**src/rtl/core/tlbl_pkg.sv**
```systemverilog
// Package for the fully associative TLB with LRU replacement.
// Holds sizes, operation and state codes, and the structs passed between modules.
// No dependencies.
package tlbl_pkg;

	localparam int ENTRIES     = 16;
	localparam int PAGE_WIDTH  = 8;
	localparam int FRAME_WIDTH = 8;
	localparam int IDX_W       = $clog2(ENTRIES);
	localparam int AGE_W       = IDX_W;
	localparam int CNT_W       = $clog2(ENTRIES + 1);
	localparam int CTR_W       = 32;

	typedef logic [IDX_W-1:0]       idx_t;
	typedef logic [AGE_W-1:0]       age_t;
	typedef logic [CNT_W-1:0]       cnt_t;
	typedef logic [PAGE_WIDTH-1:0]  page_t;
	typedef logic [FRAME_WIDTH-1:0] frame_t;
	typedef logic [CTR_W-1:0]       ctr_t;

	typedef enum logic [1:0] {
		FN_QUERY  = 2'd0,
		FN_INSERT = 2'd1,
		FN_REMOVE = 2'd2,
		FN_CLEAR  = 2'd3
	} func_t;

	typedef enum logic [1:0] {
		ST_IDLE,
		ST_SCAN,
		ST_APPLY
	} state_t;

	typedef struct packed {
		logic   valid;
		page_t  page;
		frame_t frame;
		age_t   age;
	} ent_t;

	typedef struct packed {
		logic   en;
		logic   clear;
		logic   touch;
		logic   drop;
		logic   wr_page;
		logic   wr_frame;
		idx_t   idx;
		age_t   old_age;
		page_t  page;
		frame_t frame;
	} upd_t;

	typedef struct packed {
		logic   found;
		idx_t   hit_idx;
		frame_t hit_frame;
		age_t   hit_age;
		logic   free_found;
		idx_t   free_idx;
		idx_t   lru_idx;
		age_t   lru_age;
		cnt_t   count;
	} scan_res_t;

endpackage

```
**src/rtl/core/tlbl_store.sv**
```systemverilog
// Entry storage: page, frame, valid and recency rank of every entry.
// One read port at the scan index, one update per transfer.
// Depends on tlbl_pkg.
module tlbl_store import tlbl_pkg::*; (
	input  logic                clk,
	input  logic                arst_n,
	input  idx_t                rd_idx,
	output ent_t                rd,
	input  upd_t                upd,
	output logic [ENTRIES-1:0]  valid_vec
);

	logic [ENTRIES-1:0] valid_q;
	age_t               age_q   [ENTRIES];
	page_t              page_q  [ENTRIES];
	frame_t             frame_q [ENTRIES];

	always_ff @(posedge clk or negedge arst_n) begin
		if (!arst_n) begin
			valid_q <= '0;
			age_q   <= '{default: '0};
		end else if (upd.en) begin
			for (int i = 0; i < ENTRIES; i++) begin
				if (upd.clear) begin
					valid_q[i] <= 1'b0;
					age_q[i]   <= '0;
				end else if (IDX_W'(i) == upd.idx) begin
					if (upd.touch) begin
						valid_q[i] <= 1'b1;
						age_q[i]   <= '0;
					end else if (upd.drop) begin
						valid_q[i] <= 1'b0;
						age_q[i]   <= '0;
					end
				end else if (valid_q[i]) begin
					if (upd.touch && age_q[i] < upd.old_age) begin
						age_q[i] <= AGE_W'(age_q[i] + 1'b1);
					end else if (upd.drop && age_q[i] > upd.old_age) begin
						age_q[i] <= AGE_W'(age_q[i] - 1'b1);
					end
				end
			end
		end
	end

	always_ff @(posedge clk) begin
		if (upd.en && upd.wr_page) begin
			page_q[upd.idx] <= upd.page;
		end
		if (upd.en && upd.wr_frame) begin
			frame_q[upd.idx] <= upd.frame;
		end
	end

	assign rd.valid  = valid_q[rd_idx];
	assign rd.page   = page_q[rd_idx];
	assign rd.frame  = frame_q[rd_idx];
	assign rd.age    = age_q[rd_idx];
	assign valid_vec = valid_q;

endmodule

```
**src/rtl/core/tlbl_scan.sv**
```systemverilog
// Shared scan unit: one page comparator and one age comparator, one entry per cycle.
// Collects match, first free slot, oldest entry and valid count.
// Depends on tlbl_pkg.
module tlbl_scan import tlbl_pkg::*; (
	input  logic      clk,
	input  logic      step,
	input  logic      first,
	input  idx_t      idx,
	input  ent_t      ent,
	input  page_t     key,
	output scan_res_t res
);

	scan_res_t res_q;
	logic      match;
	logic      older;

	assign match = ent.valid && (ent.page == key);
	assign older = ent.age > res_q.lru_age;

	always_ff @(posedge clk) begin
		if (step) begin
			if (first) begin
				res_q.found      <= match;
				res_q.hit_idx    <= idx;
				res_q.hit_frame  <= ent.frame;
				res_q.hit_age    <= ent.age;
				res_q.free_found <= !ent.valid;
				res_q.free_idx   <= idx;
				res_q.lru_idx    <= idx;
				res_q.lru_age    <= ent.age;
				res_q.count      <= CNT_W'(ent.valid);
			end else begin
				if (match && !res_q.found) begin
					res_q.found     <= 1'b1;
					res_q.hit_idx   <= idx;
					res_q.hit_frame <= ent.frame;
					res_q.hit_age   <= ent.age;
				end
				if (!ent.valid && !res_q.free_found) begin
					res_q.free_found <= 1'b1;
					res_q.free_idx   <= idx;
				end
				if (older) begin
					res_q.lru_idx <= idx;
					res_q.lru_age <= ent.age;
				end
				res_q.count <= CNT_W'(res_q.count + CNT_W'(ent.valid));
			end
		end
	end

	assign res = res_q;

endmodule

```
**src/rtl/core/tlb_lru_fully_associative.sv**
```systemverilog
// Fully associative TLB, 16 entries, LRU replacement; top level with sequencer.
// An input transfer is accepted in idle; the scan then visits each entry in turn through the
// shared comparator, and apply updates the store and registers the result. No new item is
// accepted until apply. Clear skips the scan. A stalled result holds the sequencer in apply.
// Reset empties the buffer and zeroes the counters.
// Depends on tlbl_pkg, tlbl_store, tlbl_scan.
module tlb_lru_fully_associative import tlbl_pkg::*; (
	input  logic        clk,
	input  logic        arst_n,
	input  logic        s_axis_tvalid,
	output logic        s_axis_tready,
	input  logic [15:0] s_axis_tdata,  // page[7:0], frame[15:8]
	input  logic [1:0]  s_axis_tuser,  // func[1:0]
	output logic        m_axis_tvalid,
	input  logic        m_axis_tready,
	output logic [79:0] m_axis_tdata,  // frame_out[7:0], hits_total[39:8],
	                                   // misses_total[71:40], occupancy[76:72],
	                                   // full_res[77], zero[79:78]
	output logic        m_axis_tuser   // hit
);

	state_t             state_q, state_d;
	func_t              func_q;
	page_t              page_q;
	frame_t             frame_q;
	idx_t               idx_q;
	ctr_t               hits_q, misses_q;
	logic               out_valid_q;
	logic               out_hit_q;
	logic [7:0]         out_frame_q;
	ctr_t               out_hits_q, out_misses_q;
	cnt_t               out_occ_q;
	logic               out_full_q;

	ent_t               ent;
	upd_t               upd;
	scan_res_t          res;
	logic [ENTRIES-1:0] valid_vec;
	logic               in_xfer, out_free, apply, scan_step, last_idx;
	logic               res_hit;
	logic [7:0]         res_frame;
	cnt_t               occ;

	assign in_xfer   = s_axis_tvalid && s_axis_tready;
	assign out_free  = !out_valid_q || m_axis_tready;
	assign apply     = (state_q == ST_APPLY) && out_free;
	assign scan_step = (state_q == ST_SCAN);
	assign last_idx  = (idx_q == IDX_W'(ENTRIES - 1));

	tlbl_store u_store (
		.clk       (clk),
		.arst_n    (arst_n),
		.rd_idx    (idx_q),
		.rd        (ent),
		.upd       (upd),
		.valid_vec (valid_vec)
	);

	tlbl_scan u_scan (
		.clk   (clk),
		.step  (scan_step),
		.first (idx_q == '0),
		.idx   (idx_q),
		.ent   (ent),
		.key   (page_q),
		.res   (res)
	);

	always_ff @(posedge clk or negedge arst_n) begin
		if (!arst_n) begin
			state_q <= ST_IDLE;
		end else begin
			state_q <= state_d;
		end
	end

	always_comb begin
		state_d       = state_q;
		s_axis_tready = 1'b0;
		case (state_q)
			ST_IDLE: begin
				s_axis_tready = 1'b1;
				if (s_axis_tvalid) begin
					state_d = (func_t'(s_axis_tuser) == FN_CLEAR) ? ST_APPLY : ST_SCAN;
				end
			end
			ST_SCAN: begin
				if (last_idx) begin
					state_d = ST_APPLY;
				end
			end
			ST_APPLY: begin
				if (out_free) begin
					state_d = ST_IDLE;
				end
			end
			default: begin
				state_d = ST_IDLE;
			end
		endcase
	end

	always_ff @(posedge clk) begin
		if (in_xfer) begin
			func_q  <= func_t'(s_axis_tuser);
			page_q  <= page_t'(s_axis_tdata[7:0]);
			frame_q <= frame_t'(s_axis_tdata[15:8]);
		end
	end

	always_ff @(posedge clk or negedge arst_n) begin
		if (!arst_n) begin
			idx_q <= '0;
		end else if (in_xfer) begin
			idx_q <= '0;
		end else if (scan_step && !last_idx) begin
			idx_q <= IDX_W'(idx_q + 1'b1);
		end
	end

	always_comb begin
		upd          = '0;
		upd.en       = apply;
		upd.page     = page_q;
		upd.frame    = frame_q;
		upd.idx      = res.hit_idx;
		upd.old_age  = res.hit_age;
		res_hit      = 1'b0;
		res_frame    = '0;
		occ          = res.count;
		case (func_q)
			FN_QUERY: begin
				if (res.found) begin
					upd.touch = 1'b1;
					res_hit   = 1'b1;
					res_frame = 8'(res.hit_frame);
				end
			end
			FN_INSERT: begin
				upd.touch    = 1'b1;
				upd.wr_frame = 1'b1;
				if (!res.found) begin
					upd.wr_page = 1'b1;
					if (res.free_found) begin
						upd.idx     = res.free_idx;
						upd.old_age = AGE_W'(res.count);
						occ         = CNT_W'(res.count + 1'b1);
					end else begin
						upd.idx     = res.lru_idx;
						upd.old_age = res.lru_age;
					end
				end
			end
			FN_REMOVE: begin
				if (res.found) begin
					upd.drop = 1'b1;
					res_hit  = 1'b1;
					occ      = CNT_W'(res.count - 1'b1);
				end
			end
			FN_CLEAR: begin
				upd.clear = 1'b1;
				occ       = '0;
			end
			default: begin
				upd.en = 1'b0;
			end
		endcase
	end

	always_ff @(posedge clk or negedge arst_n) begin
		if (!arst_n) begin
			hits_q   <= '0;
			misses_q <= '0;
		end else if (apply) begin
			if (func_q == FN_CLEAR) begin
				hits_q   <= '0;
				misses_q <= '0;
			end else if (func_q == FN_QUERY) begin
				if (res.found && hits_q != '1) begin
					hits_q <= CTR_W'(hits_q + 1'b1);
				end
				if (!res.found && misses_q != '1) begin
					misses_q <= CTR_W'(misses_q + 1'b1);
				end
			end
		end
	end

	always_ff @(posedge clk or negedge arst_n) begin
		if (!arst_n) begin
			out_valid_q <= 1'b0;
		end else if (apply) begin
			out_valid_q <= 1'b1;
		end else if (m_axis_tready) begin
			out_valid_q <= 1'b0;
		end
	end

	always_ff @(posedge clk) begin
		if (apply) begin
			out_hit_q    <= res_hit;
			out_frame_q  <= res_frame;
			out_occ_q    <= occ;
			out_full_q   <= (occ == CNT_W'(ENTRIES));
			if (func_q == FN_CLEAR) begin
				out_hits_q   <= '0;
				out_misses_q <= '0;
			end else if (func_q == FN_QUERY && res.found && hits_q != '1) begin
				out_hits_q   <= CTR_W'(hits_q + 1'b1);
				out_misses_q <= misses_q;
			end else if (func_q == FN_QUERY && !res.found && misses_q != '1) begin
				out_hits_q   <= hits_q;
				out_misses_q <= CTR_W'(misses_q + 1'b1);
			end else begin
				out_hits_q   <= hits_q;
				out_misses_q <= misses_q;
			end
		end
	end

	assign m_axis_tvalid = out_valid_q;
	assign m_axis_tuser  = out_hit_q;
	assign m_axis_tdata  = {2'b00, out_full_q, 5'(out_occ_q), out_misses_q, out_hits_q,
		out_frame_q};

	a_occ_matches_valid: assert property (@(posedge clk) disable iff (!arst_n)
		apply |=> ($countones(valid_vec) == int'(out_occ_q)))
		else $error("occupancy disagrees with valid bits");

	a_hits_monotone: assert property (@(posedge clk) disable iff (!arst_n)
		(apply && func_q != FN_CLEAR) |=> (hits_q >= $past(hits_q)))
		else $error("hit counter decreased without clear");

	a_no_accept_busy: assert property (@(posedge clk) disable iff (!arst_n)
		(state_q == ST_SCAN) |-> !s_axis_tready)
		else $error("input taken during scan");

endmodule

```
**config.mk**
```make
export PLATFORM = sky130hd
export DESIGN_NAME = tlb_lru_fully_associative
export DESIGN_NICKNAME = d
export VERILOG_FILES = /design/src/rtl/core/tlbl_pkg.sv /design/src/rtl/core/tlbl_store.sv /design/src/rtl/core/tlbl_scan.sv /design/src/rtl/core/tlb_lru_fully_associative.sv
export SDC_FILE = /design/constraint.sdc
export NUM_CORES = 1
export LEC_CHECK = 0
export ABC_CLOCK_PERIOD_IN_PS = 6300
export BUFFER_PORTS_ARGS = -buffer_cell sky130_fd_sc_hd__clkbuf_2
export CELL_PAD_IN_SITES_DETAIL_PLACEMENT = 0
export CELL_PAD_IN_SITES_GLOBAL_PLACEMENT = 1
export CORE_MARGIN = 2
export CORE_UTILIZATION = 52
export CTS_CLUSTER_SIZE = 30
export DETAILED_ROUTE_END_ITERATION = 7
export PLACE_DENSITY_LB_ADDON = 0.1
export SETUP_SLACK_MARGIN = 0.3
export SKIP_CTS_REPAIR_TIMING = 1
export SYNTH_ARGS = -nofsm -noshare
export SYNTH_HDL_FRONTEND = slang
export SYNTH_HIERARCHICAL = 1
export SYNTH_SLANG_ARGS = --single-unit
export TNS_END_PERCENT = 5
```
**constraint.sdc**
```tcl
create_clock -name clk -period 6.3 [get_ports clk]
set_input_delay 1.26 -clock clk [delete_from_list [all_inputs] [get_ports clk]]
set_output_delay 1.26 -clock clk [all_outputs]
set_load 0.01 [all_outputs]
```
==> qor.yml <==
timing:
  slew_violations: 0
  finalWorstSetupSlack_ns: 1.652
  max_clock_freq_ghz: 0.2152
  min_period_ns: 4.648
  worst_pin_slew_ns: 1.312
  period_share_pct: 73.78
  whs_ns: 0.5160
  slew_headroom_pct: 12.23
  setup_tns_ns: 0
  setup_viol: 0
  rsz0062_at_grt: "false"
  clock_skew_ns: 0.04595
  hold_violations: 0
global_routing:
  track_usage_pct: 24.54
  grtUsageMet2_pct: 40.95
  grt_overflow_total: 0
  top_usage_layer: "met2"
  grt_pass1_vias: 18400
  grt_pass1_wl_mm: 106.9
  met3_usage_pct: 3.663
  antenna_found_initial: 2
  grtUsageMet1_pct: 34.02
  grt_start_max_net_pins: 81
synth:
  yosysUniqueCellTypes: 84
  synth_edf_count: 388
  synth_top_area_share_pct: 41.63
  synthArstFlopShare_pct: 28.01
  synthTopCellsByCount: "edfxtp_1, dfrtp_1, nand2_1"
  ys_seq_area_share_pct: 55.13
  avgSynthCellArea_um2: 12.89
  synth_area_um2: 27990
  synth_most_common_cell: "edfxtp_1"
  syn_inst: 2171
  synth_area_leaders: "edfxtp_1, dfrtp_1, mux4_2"
  synth_warnings: 6
  synth_flop_cell: "edfxtp_1"
  synth_top_area_cell: "edfxtp_1"
  synth-seq-cells: 539
floorplanning:
  rows: 85
  die_x_um: 236.0
  dieArea_um2: 55690
  core_um2: 53500
  fp.dieH_um: 236.0
  initial_core_util_pct: 52.32
  io-pin-count: 105
cts:
  cts_buffers: 56
  clk_latency_ns: 0.65
  htreeDepth: 2
  max-clock-path-buffers: 3
  cts_tree: "yes"
  clockRootBuffer: "clkbuf_16"
  clock_sinks: 539
  clkTransAtPathRegs_ns: 0.06
power:
  total_power_uw: 13470
  ir_drop_mv: 0.3085
  power.density_nw_per_um2: 434.6
  p_leak_uw: 0.01111
drt:
  ant_nets: 0
  vias: 18940
  drt-vias-per-instance: 6.346
  wl_per_cell_um: 22.89
  wl_mm: 68.30
  drt_iter0_markers: 1627
  drc_errors: 0
  dr.pass1.iters: 7
finish:
  antennaDiodeCount: 0
  instances_no_fill: 2984
  seq_area_um2: 15440
  multi_input_area_um2: 11720
  drive_above_1_share_pct: 15.30
  nFillCells: 4230
  synthToLayoutAreaGrowth_pct: 10.74
  layout.nets: 2391
setup_path:
  arrival_ns: 5.13
  path_class: "flop to flop"
  endpoint_kind: "flop"
  crit_required_ns: 6.78
  worstPathMaxFanout: 16
  worst_setup_path_start_kind: "flop"
run_status:
  status: "complete, no violations"
placement:
  dpl.hpwl_mm: 43.88
  placement.io_buffers: 102
  dp.cells: 2879
  dp_slack_ns: 1.701
  gp_congestion: 0.8368
worst_hold_path:
  min_path_type: "flop to flop"
flow_run:
  drv_cap: 0
## final timing paths
path                                     to          from  depth (start not counted)  slack [ns]
min                            misses_q[23]  misses_q[23]                          1        0.52
min in group asynchronous         hits_q[1]        arst_n                          1        0.66
max reg2reg                u_store/age_q[7]     func_q[1]                         16        1.65
max in group asynchronous          idx_q[1]        arst_n                          2        4.26
max                        u_store/age_q[7]     func_q[1]                         16        1.65
min reg2reg                    misses_q[23]  misses_q[23]                          1        0.52
## through the flow
stage | utilization, % | instance area (µm²)
2_1_floorplan | - | 27990
3_3_place_gp | 54.44 | 29120
3_5_place_dp | 54.44 | 29120
4_1_cts | 57.93 | 30990
5_1_grt | 57.93 | 30990
6_report | 57.93 | 30990
## where the power goes
group / internal, µW / switching, µW / leakage, µW
registers: 4510 / 668 / 0.00545
clock network: 1910 / 1430 / 0.000908
logic: 2120 / 2820 / 0.00476
## layer usage
layer  routed length [µm]  part of all wire [%]  vias to the layer above
met5                    9                 0.013                        -
met4                 1450                   2.1                        2
met3                 3596                   5.3                      105
met2                33520                    49                      550
met1                29720                    44                     9498
li1                     -                     -                     8782
## worst max-delay path, cell delays in order, from the launching register on
cell	delay, ns
edfxtp_1	0.45
inv_1	0.11
ha_1	0.35
nor2b_1	0.52
a21oi_1	0.12
inv_1	0.76
ha_1	0.38
nor2b_1	0.13
o211ai_1	0.28
and3_1	0.31
inv_1	0.09
ha_1	0.32
a21oi_1	0.18
nand2_1	0.12
nand4_1	0.14
o21a_1	0.14
o211ai_1	0.09
## registers in the layout, indices dropped and copies added (netlist names), 16 cells and up
name / count
hits_q: 32
misses_q: 32
out_hits_q: 32
out_misses_q: 32
u_scan/res: 35
u_store/age_q: 64
u_store/frame_q: 128
u_store/page_q: 128
u_store/valid_vec: 16
## cell type report
| type | count | share of cell area (%) |
|---|---|---|
| Clock buffer | 71 | 4.869 |
| Clock inverter | 34 | 1.163 |
| Sequential cell | 539 | 49.81 |
| Timing Repair Buffer | 131 | 2.410 |
| Inverter | 92 | 1.114 |
| Tap cell | 696 | 2.810 |
| Multi-Input combinational cell | 1421 | 37.82 |
## cell families after synthesis
kind of cell,count (synthesis),synth area share (%)
and+or+nand+nor,596,11.85
DFF,539,55.13
AOI/OAI and AO/OA,524,13.05
buffers and inverters,212,3.116
muxes,139,9.688
adders and majority gates,128,6.152
xor gates and xnor gates,32,1.001
other,1,0.01340
## cell usage in the layout, fill, tap and decap left out, types with 30 or more instances in the layout
master / netlist / final
edfxtp_1: 388 / 388
dfrtp_1: 151 / 149
nand2_1: 121 / 120
a21oi_1: 114 / 113
ha_1: 112 / 111
mux4_2: 105 / 105
clkbuf_2: 2 / 101
inv_1: 92 / 92
o31ai_1: 82 / 82
nor2_1: 79 / 78
nand4_1: 65 / 65
clkbuf_16: 0 / 57
or3_1: 56 / 56
o211ai_1: 55 / 55
o21ai_0: 54 / 54
nand3_1: 54 / 54
nor2b_1: 48 / 48
and3_1: 40 / 40
o311ai_0: 33 / 33
o22ai_1: 30 / 30
No activity file was read; power rests on OpenSTA's default activity.
